File: src/heq_pkg.sv
// Shared constants, codes and types for the histogram equalizer.
// No dependencies; every other file imports this package.
package heq_pkg;

   // Image and histogram sizing
   localparam int MAX_PIXELS = 262144;
   localparam int CNT_W      = $clog2(MAX_PIXELS + 1);
   localparam int PIX_W      = 8;
   localparam int NBINS      = 256;
   localparam int LEVEL_MAX  = 255;

   // Rounded level: (diff * 510 + span) / (2 * span), quotient below 512
   localparam int QUOT_W     = 9;
   localparam int DEN_W      = CNT_W + 1;
   localparam int NUM_W      = CNT_W + 10;
   localparam int NUM_SCALE  = 2 * LEVEL_MAX;

   typedef enum logic [1:0] {
      CMD_CLEAR = 2'd0,
      CMD_ACCUM = 2'd1,
      CMD_BUILD = 2'd2,
      CMD_MAP   = 2'd3
   } cmd_type;

   typedef enum logic [1:0] {
      STAT_OK        = 2'd0,
      STAT_DEGEN     = 2'd1,
      STAT_NOT_BUILT = 2'd2
   } status_type;

   // Control of the histogram bin store
   typedef struct packed {
      logic             clear;
      logic             rd_en;
      logic [PIX_W-1:0] rd_addr;
      logic             wr_en;
      logic [PIX_W-1:0] wr_addr;
      logic [CNT_W-1:0] wr_data;
   } bin_ctl_type;

endpackage

File: src/heq_table.sv
// Level table: 256 equalized grey levels, one write and one registered
// read port. Depends on heq_pkg.
module heq_table import heq_pkg::*; (
   input  logic             clock,
   input  logic             wr_en,
   input  logic [PIX_W-1:0] wr_addr,
   input  logic [PIX_W-1:0] wr_data,
   input  logic             rd_en,
   input  logic [PIX_W-1:0] rd_addr,
   output logic [PIX_W-1:0] rd_data
);

   logic [PIX_W-1:0] level_mem_ff [NBINS];
   logic [PIX_W-1:0] data_ff;

   // Write port
   always_ff @(posedge clock) begin
      if (wr_en) begin
         level_mem_ff[wr_addr] <= wr_data;
      end
   end

   // Registered read port; hold data until the next read
   always_ff @(posedge clock) begin
      if (rd_en) begin
         data_ff <= level_mem_ff[rd_addr];
      end
   end

   assign rd_data = data_ff;

endmodule

File: config.mk
export PLATFORM = sky130hd
export DESIGN_NAME = heq_table
export DESIGN_NICKNAME = d
export VERILOG_FILES = /design/src/heq_pkg.sv /design/src/heq_table.sv
export SDC_FILE = /design/constraint.sdc
export NUM_CORES = 2
export LEC_CHECK = 0
export BUFFER_PORTS_ARGS = -buffer_cell sky130_fd_sc_hd__buf_2
export CAP_MARGIN = 20
export CORE_ASPECT_RATIO = 0.8
export CORE_UTILIZATION = 57
export CTS_CLUSTER_SIZE = 24
export DETAILED_ROUTE_END_ITERATION = 12
export PLACE_DENSITY = 0.76
export SETUP_SLACK_MARGIN = 0.1
export SLEW_MARGIN = 20
export SYNTH_ARGS = -nofsm -noshare
export SYNTH_HDL_FRONTEND = slang
export SYNTH_SLANG_ARGS = --single-unit
File: constraint.sdc
create_clock -name clock -period 2.1 [get_ports clock]
set_input_delay 0 -clock clock [delete_from_list [all_inputs] [get_ports clock]]
set_output_delay 0 -clock clock [all_outputs]
set_load 0.02 [all_outputs]
Word level (Yosys, flattened, before mapping)
Memories as Yosys holds them, arrays and structs flattened. A register that Yosys moved wholly into a read port is not among the register bits. Index checks and enable logic that the tools add are counted. Widths: inputs -> output; s select.

Register bits after elaboration: 0. Bits in writable memories: 2048. Bits of input ports: 27. Output and inout port bits: 8. Word-level logic and storage cells: 3. Memories kept: 1.

Muxes and demuxes: 2.

Memory list: level_mem_ff (words 256, width 8, read ports 1, clocked after Yosys merged registers in 1, write ports 1, RTL line heq_table.sv:13) `logic [PIX_W-1:0] level_mem_ff [NBINS];`.

Operators with widths (number): $mux 1 (2).

Logic depth before layout (Yosys ltp)
Depth in word-level cells: 2. Depth in mapped cells: 11. Mapped depth without buffers: 6.

Least setup slack after synthesis
Ideal clock, no wire load.

Path type: in2reg. From: input rd_addr[0]. To: register data_ff[2] (netlist: rd_data[2]), read port of level_mem_ff, data pin. Arrival time: 1.807 ns. Path slack: 0.024 ns. Stages on the path: 9. Path through: buf_6 -> buf_12 -> buf_8 -> buf_2 -> mux4_2 -> a22oi_1 -> a21oi_1 -> nor4_1 -> nor4_2.

RTL lines: from (decl) (RTL line heq_table.sv:9) `input logic [PIX_W-1:0] rd_addr,`; to (decl) (RTL line heq_table.sv:14) `logic [PIX_W-1:0] data_ff;`.

==> run summary <==
Run status: complete, but fails checks
Failing checks: negative setup slack
CP Class: reg2reg
R2R cell count: 7
Drt via density: 6.63
Post-DR wirelength/cell: 31.8 um
Leak: 30.6 nW
Critical path fanouts, max: 2
First-pass GRT wire length: 298000 um
Internal: 66.3 mW
Final Wtd Congestion: 0.932
Root buffer cell: clkbuf_16
Top post-synthesis cells by area: edfxtp_1 78%, mux4_2 13%, mux2i_1 1.7%
PD cells: 895 nW/um^2
Most frequent cell after synthesis: edfxtp_1
Largest net degree at the start of global routing: 148
Comb power frac: 5.9%
Area grow syn2layout: 17.9%
Synth cell types: 54
Placeable Area: 138000 um^2
Sw Pwr: 17.7 mW
Residual DRC count: 0
Setup TNS: -2.54 ns
Max incr delay on CP: 0.60 ns
Synth top cells by count: 2056 x edfxtp_1, 454 x mux4_2, 282 x nor2_1
Mapped Nets: 3760
Initial DRC Count: 6835
Bufs on Longest Clock Path: 3
Post-Route Skew: 0.0352 ns
Fin worst setup slack: -0.401 ns
Via Count: 42900
Top-area cell type share of the netlist area: 77.5%
First drt pass iteration count: 6
EDFF count, synth: 2056
Async S/R FF share, synth: 0%
Critical Path End Type: flop
DP HPWL: 130000 um
WHS Path Cells: 2
Min-delay src: wr_data[6]
FP Rows: 122
RSZ-0062 raised after global routing: true
R2r setup slk: -0.40 ns
Fmax: 0.400 GHz
CP Data Required Time: 2.65 ns
Total wire length: 206000 um
Die width: 420 um
CTS buffer count: 183
Ys flop type: edfxtp_1
H-tree level count: 4
Worst Hold Class: in2reg
Slew HR: 29.6%
Vias in the first global route: 42800
Worst EP arrival: 3.05 ns
Final count of negative-setup-slack endpoints: 8
Clk pwr share: 40.2%
Initial Util: 57.5%
Share of layout cells above drive strength 1: 33.4%
Remaining global-route overflow: 0
Ys Warns: 0
# port buffers: 34
Worst-Skew Late Latency: 0.82 ns
Worst hold endpoint: level_mem_ff[132][6]
Cell Chain, Critical Path: mux4_2 > a22o_1 > a221oi_2 > buf_4 > o32ai_1 > nor3_4 > nor4_1
Sequential power share: 53.9%
Initial antenna violation count: 8
Area of the die: 141000 um^2
Startpoint types: flop
Max Transition Viols Final: 0
GRT Total Usage: 29.7%
Reg2reg end: rd_data[3]
Final period util: 119%
CTS tree: done
# IOs: 35
Final hold viol count: 0
Seq/Total Area, Yosys: 77.5%
Synth area leader: edfxtp_1
Die H: 336 um
Cells after Synth: 3733
Reg-to-Reg Start: level_mem_ff[208][3]
Final net count: 4490
Max-Cap Viols: 0
Clock sink count: 2056
ANT nets after route: 0
Average size of a mapped cell: 21.3 um^2
Worst-margin pin slew: 1.06 ns
Sw frac: 21.1%
Overall power: 84.1 mW
Crit path time final: 2.50 ns
Worst vdd ir: 0.907 mV
Post-Syn Area: 79600 um^2
Reg clk slew, reported paths: 0.07 ns
Critical Path Slowest Stage Cell: nor3_4
Number of synthesized register bits: 2056
-- repair_timing --
action                                 4_1_cts  5_1_grt
buffers inserted                             0        0
hold buffers                                18        0
resized for setup                           39       10
endpoints found under the hold margin     1036        0
setup endpoints to repair                    8        9
pin swaps                                   18        5
-- power groups by stage --
stage | Sequential, mW | Clock [mW] | Combinational [mW]
finish | 45.3 | 33.8 | 5.00
global route | 45.3 | 35.5 | 5.18
CTS | 45.3 | 34.0 | 4.92
detailed placement | 46.2 | 0 | 4.76
global placement | 46.2 | 0 | 4.65
floorplan | 46.2 | 0 | 2.22
-- cell families (layout without fill, tap and decap cells) --
family | after synthesis | count (layout) | share of synthesized area (%)
other | 0 | 4 | 0
multiplexers | 591 | 591 | 14.6
buffers and inverters | 235 | 1112 | 1.83
flip-flops | 2056 | 2056 | 77.5
AO/OA/AOI/OAI | 385 | 385 | 3.42
AND/OR/NAND/NOR | 466 | 466 | 2.63
-- worst max-delay path, delay by kind of cell (launching register included) --
kind	cells	cell delay [ns]
and+or+nand+nor	2	0.70
buffers and inverters	1	0.16
muxes	1	0.47
AOI/OAI and AO/OA	3	0.55
DFF	1	0.38
-- cell usage in the layout (no fill, tap or decap), types with 16 or more instances in the layout --
cell	count
edfxtp_1	2056
clkbuf_1	27
a22oi_1	133
dlygate4sd3_1	18
nand2_1	33
buf_4	636
nor2_1	278
nor3_1	16
a21oi_1	96
o221ai_1	45
buf_12	90
clkbuf_16	188
nor2b_1	25
nand3_1	34
bufinv_16	22
mux2i_1	134
mux4_2	454
o22ai_1	28
buf_2	23
clkinv_1	41
clkinv_2	38
-- metrics by stage --
step | setup WS (ns) | util, % | std cells | area, um^2 | hold WS (ns)
floorplan | 0.0950 | - | 3733 | 79700 | 0.0989
finish | -0.401 | 67.8 | 6474 | 93900 | 0.0444
CTS | -0.314 | 67.8 | 6470 | 93800 | 0.0157
detailed placement | -1.12 | 63.2 | 6120 | 87400 | 0.266
global route | -0.429 | 67.8 | 6472 | 93900 | 0.0575
global placement | -1.58 | 63.1 | 6117 | 87400 | 0.262
-- worst max path at each step --
| stage | startpoint | to | cells after the start | slack (ns) |
|---|---|---|---|---|
| 6_report | level_mem_ff[208][3] | rd_data[3] | 7 | -0.40 |
| 5_1_grt | level_mem_ff[208][3] | rd_data[3] | 7 | -0.43 |
| 4_1_cts | level_mem_ff[67][4] | rd_data[4] | 6 | -0.31 |
| 3_5_place_dp | rd_addr[0] | rd_data[2] | 10 | -1.12 |
| 3_3_place_gp | rd_addr[0] | rd_data[6] | 9 | -1.58 |
| 2_1_floorplan | rd_addr[1] | rd_data[2] | 9 | 0.1 |
-- registers in the layout (all words and copies together) (netlist names) --
register and cells:
level_mem_ff 2048, rd_data 8
-- metal layers --
layer | share of wire (%) | track usage, % | vias up
li1 | - | - | 17200
met1 | 37 | 42.6 | 22100
met2 | 47 | 45.2 | 3169
met3 | 13 | 7.17 | 425
met4 | 3.4 | 10.1 | 2
met5 | 0.0063 | 0 | -
-- area by class of cell --
| class | count | area, um^2 |
|---|---|---|
| sequential | 2056 | 61700 |
| tap | 1860 | 2330 |
| clock buffer | 215 | 4810 |
| timing repair buffer | 778 | 7020 |
| antenna | 4 | 10.0 |
| inverter | 2 | 7.51 |
| clock inverter | 117 | 1180 |
| fill | 8324 | 44500 |
| multi-input combinational | 1442 | 16800 |
Note: power is estimated with default switching activity, not from simulation.
