--- config.mk ---
export PLATFORM = sky130hd
export DESIGN_NAME = heq_div
export DESIGN_NICKNAME = d
export VERILOG_FILES = /design/src/heq_pkg.sv /design/src/heq_div.sv
export SDC_FILE = /design/constraint.sdc
export NUM_CORES = 1
export LEC_CHECK = 0
export BUFFER_PORTS_ARGS = -buffer_cell sky130_fd_sc_hd__buf_2
export CAP_MARGIN = 10
export CORE_MARGIN = 1
export CORE_UTILIZATION = 45
export CTS_CLUSTER_SIZE = 30
export DETAILED_ROUTE_END_ITERATION = 10
export PLACE_DENSITY = 0.69
export SETUP_SLACK_MARGIN = 0.05
export SYNTH_ARGS = -nofsm -noshare
export SYNTH_HDL_FRONTEND = slang
export SYNTH_SLANG_ARGS = --single-unit
export TNS_END_PERCENT = 50
--- constraint.sdc ---
create_clock -name clock -period 2.6 [get_ports clock]
set_input_delay 0.39 -clock clock [delete_from_list [all_inputs] [get_ports clock]]
set_output_delay 0.39 -clock clock [all_outputs]
set_load 0.1 [all_outputs]
--- src/heq_pkg.sv ---
// Shared constants, codes and types for the histogram equalizer.
// No dependencies; every other file imports this package.
package heq_pkg;

   // Image and histogram sizing
   localparam int MAX_PIXELS = 262144;
   localparam int CNT_W      = $clog2(MAX_PIXELS + 1);
   localparam int PIX_W      = 8;
   localparam int NBINS      = 256;
   localparam int LEVEL_MAX  = 255;

   // Rounded level: (diff * 510 + span) / (2 * span), quotient below 512
   localparam int QUOT_W     = 9;
   localparam int DEN_W      = CNT_W + 1;
   localparam int NUM_W      = CNT_W + 10;
   localparam int NUM_SCALE  = 2 * LEVEL_MAX;

   typedef enum logic [1:0] {
      CMD_CLEAR = 2'd0,
      CMD_ACCUM = 2'd1,
      CMD_BUILD = 2'd2,
      CMD_MAP   = 2'd3
   } cmd_type;

   typedef enum logic [1:0] {
      STAT_OK        = 2'd0,
      STAT_DEGEN     = 2'd1,
      STAT_NOT_BUILT = 2'd2
   } status_type;

   // Control of the histogram bin store
   typedef struct packed {
      logic             clear;
      logic             rd_en;
      logic [PIX_W-1:0] rd_addr;
      logic             wr_en;
      logic [PIX_W-1:0] wr_addr;
      logic [CNT_W-1:0] wr_data;
   } bin_ctl_type;

endpackage

--- src/heq_div.sv ---
// Restoring divider, one quotient bit per cycle, for quotients below
// 2**QUOT_W. Depends on heq_pkg.
module heq_div import heq_pkg::*; (
   input  logic              clock,
   input  logic              reset,
   input  logic              start,
   input  logic [NUM_W-1:0]  num,
   input  logic [DEN_W-1:0]  den,
   output logic              done,
   output logic [QUOT_W-1:0] quot
);

   localparam int STEP_W = $clog2(QUOT_W);

   logic              busy_ff;
   logic              done_ff;
   logic [STEP_W-1:0] step_ff;
   logic [DEN_W-1:0]  rem_ff;
   logic [QUOT_W-1:0] low_ff;
   logic [QUOT_W-1:0] quot_ff;
   logic [DEN_W-1:0]  den_ff;

   logic [DEN_W:0]    trial;
   logic [DEN_W:0]    trial_sub;
   logic              fits;

   // Bring down the next numerator bit and try the subtraction
   assign trial     = {rem_ff, low_ff[QUOT_W-1]};
   assign trial_sub = trial - {1'b0, den_ff};
   assign fits      = trial >= {1'b0, den_ff};

   // Iterate one quotient bit per cycle
   always_ff @(posedge clock) begin
      if (reset) begin
         busy_ff <= 1'b0;
         done_ff <= 1'b0;
         step_ff <= '0;
      end else begin
         done_ff <= 1'b0;
         if (start) begin
            busy_ff <= 1'b1;
            step_ff <= '0;
            rem_ff  <= num[NUM_W-1:QUOT_W];
            low_ff  <= num[QUOT_W-1:0];
            den_ff  <= den;
         end else if (busy_ff) begin
            rem_ff  <= fits ? trial_sub[DEN_W-1:0] : trial[DEN_W-1:0];
            low_ff  <= {low_ff[QUOT_W-2:0], 1'b0};
            quot_ff <= {quot_ff[QUOT_W-2:0], fits};
            step_ff <= step_ff + 1'b1;
            if (step_ff == STEP_W'(QUOT_W - 1)) begin
               busy_ff <= 1'b0;
               done_ff <= 1'b1;
            end
         end
      end
   end

   assign done = done_ff;
   assign quot = quot_ff;

endmodule

## Word level (Yosys, flattened, before mapping)

Index checks and enable logic that the tools add are counted.

- Word-level logic and storage cells: 29
- Output and inout bits: 10
- Register bits after elaboration: 64
- Input bits: 52

- Add/sub/neg operators: 2
- Equal/unequal tests: 1
- $lt $le $gt $ge: 1
- Bitwise operators: 3
- Reductions and logical operators: 6
- Mux-type cells: 9

Operators with widths:

| cell | number |
|---|---|
| $mux W20 | 3 |
| $ge A21 B20 Y1 | 1 |
| $sub A20 B20 Y20 | 1 |
| $mux W9 | 2 |
| $add A4 B1 Y4 const B | 1 |
| $eq A4 B4 Y1 const B | 1 |
| $mux W1 | 4 |
| $reduce_and A2 Y1 | 2 |
| $not A1 Y1 | 3 |
| $reduce_and A3 Y1 | 1 |
| $reduce_or A3 Y1 | 1 |
| $reduce_bool A2 Y1 | 1 |
| $reduce_or A2 Y1 | 1 |

## Depth between registers and ports, before layout

- Depth in word-level cells: 4
- Gate-level depth with buffers: 12
- Gate-level depth less buffers: 11

## Worst setup path after synthesis

OpenSTA, ideal clock, no wires.

- Path type: input port to flip-flop
- Start: input port start
- End: register low_ff[0] (enable)
- Stages: 5
- Library setup time: 415 ps
- Buffers on the path: 3
- Data arrival time: 2419 ps
- Required time: 2185 ps
- Setup slack: -234 ps
- Path through: clkbuf_1 buf_2 clkbuf_1 nor2_1 nor2_1

- Longest elaborated chain between the ends: 2

RTL lines:

| what | line | RTL |
|---|---|---|
| start, declared | heq_div.sv:6 | `input logic start,` |
| $reduce_bool A2 Y1 (no source line) | -- |  |
| $reduce_and A2 Y1 (no source line) | -- |  |
| end signal, assigned | heq_div.sv:44 | `low_ff <= num[QUOT_W-1:0];` |
| end signal, assigned | heq_div.sv:48 | `low_ff <= {low_ff[QUOT_W-2:0], 1'b0};` |
| end, declared | heq_div.sv:19 | `logic [QUOT_W-1:0] low_ff;` |

No other way between the ends.
A chain may end at the register's enable or synchronous reset.

## Worst setup path in the final report

- Start: register rem_ff[7]
- End: register rem_ff[10] (data pin)

- Longest elaborated chain between the ends: 4
- Elaborated cells between the ends (all ways): 5
- Those cells by class: 1 x add/sub; 1 x order compare; 3 x mux

RTL lines:

| what | line | RTL |
|---|---|---|
| start, declared | heq_div.sv:18 | `logic [DEN_W-1:0] rem_ff;` |
| start signal, assigned | heq_div.sv:43 | `rem_ff <= num[NUM_W-1:QUOT_W];` |
| start signal, assigned | heq_div.sv:47 | `rem_ff <= fits ? trial_sub[DEN_W-1:0] : trial[DEN_W-1:0];` |
| $sub A20 B20 Y20 / $ge A21 B20 Y1 (equally long branches) | heq_div.sv:29, heq_div.sv:30 |  |
| $mux W20 * | heq_div.sv:47 |  |
| $mux W20 * | heq_div.sv:46 | `end else if (busy_ff) begin` |
| $mux W20 * | heq_div.sv:40 | `if (start) begin` |

Every way passes the cells marked *; elsewhere a longest branch is shown, timed or not. The select of a mux whose other input is x is not followed.

==> flow_metrics.env <==
export IMPL_synthTopCellsByArea="edfxtp_1 46%, ha_1 7.2%, mux2_2 3.2%"
export IMPL_crit_chain="ha_1 -> nand2_1 -> or3_4 -> or4_4 -> o211ai_4 -> a31oi_4 -> inv_4 -> mux2_4 -> mux2_2"
export IMPL_p_leak_uw=0.002029
export IMPL_hpwl_um=6573
export IMPL_final_setup_viol_count=16
export IMPL_required_ps=2700
export IMPL_slew_viol_final=0
export IMPL_crit_path_max_fanout=5
export IMPL_startpoint="rem_ff[7]"
export IMPL_pin_count=62
export IMPL_ys_types=56
export IMPL_syn_cell_area_um2=3819
export IMPL_tns_ps=-1265
export IMPL_routedWlPerCell_um=15.68
export IMPL_drt_total_wl_um=8890
export IMPL_min_period_ps=2744
export IMPL_post_place_ws_ps=-167.1
export IMPL_die_x_um=94.12
export IMPL_postPlaceCellArea_um2=4579
export IMPL_antenna_found_initial=0
export IMPL_fin_util=0.5928
export IMPL_fp_dieArea_um2=8859
export IMPL_vias_per_cell=5.319
export IMPL_fmax_ghz=0.3644
export IMPL_netlist_area_leader_share=0.4561
export IMPL_clock_sinks=64
export IMPL_clock_path_buffers=2
export IMPL_worst_pin_slew_ps=557.2
export IMPL_synth_commonest_cells="58 x edfxtp_1, 27 x inv_1, 24 x nand2_1, 23 x a21oi_1, 22 x ha_1"
export IMPL_yosysMostFrequentCell="edfxtp_1"
export IMPL_power_density_nw_per_um2=615.4
export IMPL_hold_viol_final=0
export IMPL_dr_pass1_iters=5
export IMPL_area_growth_pct=27.56
export IMPL_criticalPathCategory="reg2reg"
export IMPL_n_antenna_cell=0
export IMPL_rsz0062_at_grt="true"
export IMPL_synth_seq_cells=64
export IMPL_crit_path_start_kind="flip-flop"
export IMPL_globalRoute_totalOverflow=0
export IMPL_endpoint_kind="flip-flop"
export IMPL_ys_seq_area_frac=0.4875
export IMPL_status="complete, but fails checks"
export IMPL_drt_antenna_violating_nets=0
export IMPL_design_area_um2=4871
export IMPL_ir_worst_vdd_uv=264.9
export IMPL_cts_root_buf="clkbuf_8"
export IMPL_yosysWarnings=0
export IMPL_worst_slack_ps=-144.1
export IMPL_drive_gt1_frac=0.3550
export IMPL_r2r_start="rem_ff[7]"
export IMPL_drc=0
export IMPL_synthArstFlopShare=0
export IMPL_fin_skew_ps=9.864
export IMPL_arrival_ps=2850
export IMPL_final_nets=532
export IMPL_vias=3016
export IMPL_max_cap_viol_count=0
export IMPL_cts_hold_buf=0
export IMPL_cts_tree="done"
export IMPL_total_power_uw=2997
export IMPL_worstHoldStart="den[4]"
export IMPL_synth_ff_type="edfxtp_1"
export IMPL_track_usage=0.2123
export IMPL_rows=33
export IMPL_initial_core_util=0.4647
export IMPL_io_buffers=61
export IMPL_gp_congestion=0.8505
export IMPL_path_clk_slew_ps=80
export IMPL_ctsHtreeMaxLevel=3
export IMPL_clock_latency_ps=350
export IMPL_fp_dieH_um=94.12
export IMPL_drt_initial_drc_count=102
export IMPL_grt_pass1_vias=2909
export IMPL_synth_edff_count=58
export IMPL_synth_largest_area_cell="edfxtp_1"
export IMPL_post_route_period_util=1.055
export IMPL_syn_nets=423
export IMPL_syn_avg_cell_area_um2=10.97
export IMPL_hold_class="in2reg"
export IMPL_grt_max_degree=28
export IMPL_max_stage_delay_ps=440
export IMPL_cts_buffers=9
export IMPL_slew_headroom=0.6285
export IMPL_grt_pass1_wl_um=14100
export IMPL_violations="negative setup slack"
export IMPL_synthCells=348
export IMPL_coreArea_um2=8217
export IMPL_crit_slowest_cell="or4_4"
-- path summary, 6_finish.rpt --
kind,cells after the start,to,slack [ps]
setup / recovery,9,rem_ff[10],-140
hold / removal,1,den_ff[4],200
setup reg to reg,9,rem_ff[10],-140
hold reg to reg,0,quot[2],450
-- cells in the final DEF, fill, tap and decap left out, drive strengths merged, types with 9 or more instances in the layout --
cell / synthesis / layout
a21oi: 23 / 23
nand2: 24 / 24
nor2b: 9 / 9
o21ai: 19 / 19
edfxtp: 58 / 58
ha: 22 / 22
clkbuf: 7 / 10
xor2: 10 / 10
inv: 28 / 29
nand3: 9 / 9
mux2: 13 / 13
nor3: 9 / 9
nor2: 17 / 17
buf: 8 / 113
-- kinds of logic (layout without fill, tap and decap cells) --
family / Yosys count / after routing / share of synthesized area
XOR/XNOR: 17 / 17 / 0.03899
AND/OR/NAND/NOR: 97 / 97 / 0.1343
buffers and inverters: 43 / 157 / 0.04751
flip-flops: 64 / 64 / 0.4876
adder cells (fa/ha/maj): 23 / 23 / 0.07733
multiplexers: 21 / 21 / 0.05931
AO/OA/AOI/OAI: 83 / 83 / 0.1550
-- metal layers --
metal | global-route usage | up-vias | wire, µm
li1 | - | 1508 | -
met1 | 0.2748 | 1421 | 4089
met2 | 0.3498 | 73 | 4239
met3 | 0.04126 | 14 | 416
met4 | 0.07949 | 0 | 145
met5 | 0 | - | 0
-- power breakdown --
part           internal (µW)  leakage [µW]  switching, µW  total, µW
Sequential              1210      0.000596           32.9       1250
Combinational            458       0.00134            496        954
Clock                    375     0.0000926            422        797
Total                   2050       0.00203            951       3000
-- state kept, by name, summed over array words and instances, names as in the netlist --
name / count
step_ff: 4
done: 1
rem_ff: 20
low_ff: 9
den_ff: 20
busy_ff: 1
quot: 9
-- layout make-up --
cell class | count | area, µm²
clock buffers | 10 | 137.6
clock inverters | 6 | 43.79
fillers | 709 | 3346
inverters | 28 | 107.6
multi-input cells | 241 | 1861
flip-flops and latches | 64 | 1862
well taps | 105 | 131.4
repair buffers | 113 | 728.2
-- repair_timing --
| item | 4_1_cts | 5_1_grt |
|---|---|---|
| gates resized for setup | 3 | 18 |
| endpoints found under the hold margin | 0 | 0 |
| setup endpoints to repair | 19 | 21 |
| pin swaps | 3 | 7 |
| buffers inserted | 1 | 2 |
-- through the flow --
stage / hold slack, ps / cells
2_1_floorplan: 485.1 / 348
3_3_place_gp: 432.5 / 548
3_5_place_dp: 433.9 / 548
4_1_cts: 185.9 / 565
5_1_grt: 187.3 / 567
6_report: 205.0 / 567
-- worst max-delay path, delay by kind of cell (launching register included) --
kind | cells | cell delay (ps)
flops | 1 | 410
compound gates | 2 | 190
mux | 2 | 540
buf+inv | 1 | 110
fa+ha+maj | 1 | 310
simple gates | 3 | 910
Power figures use the tool's default switching activity.
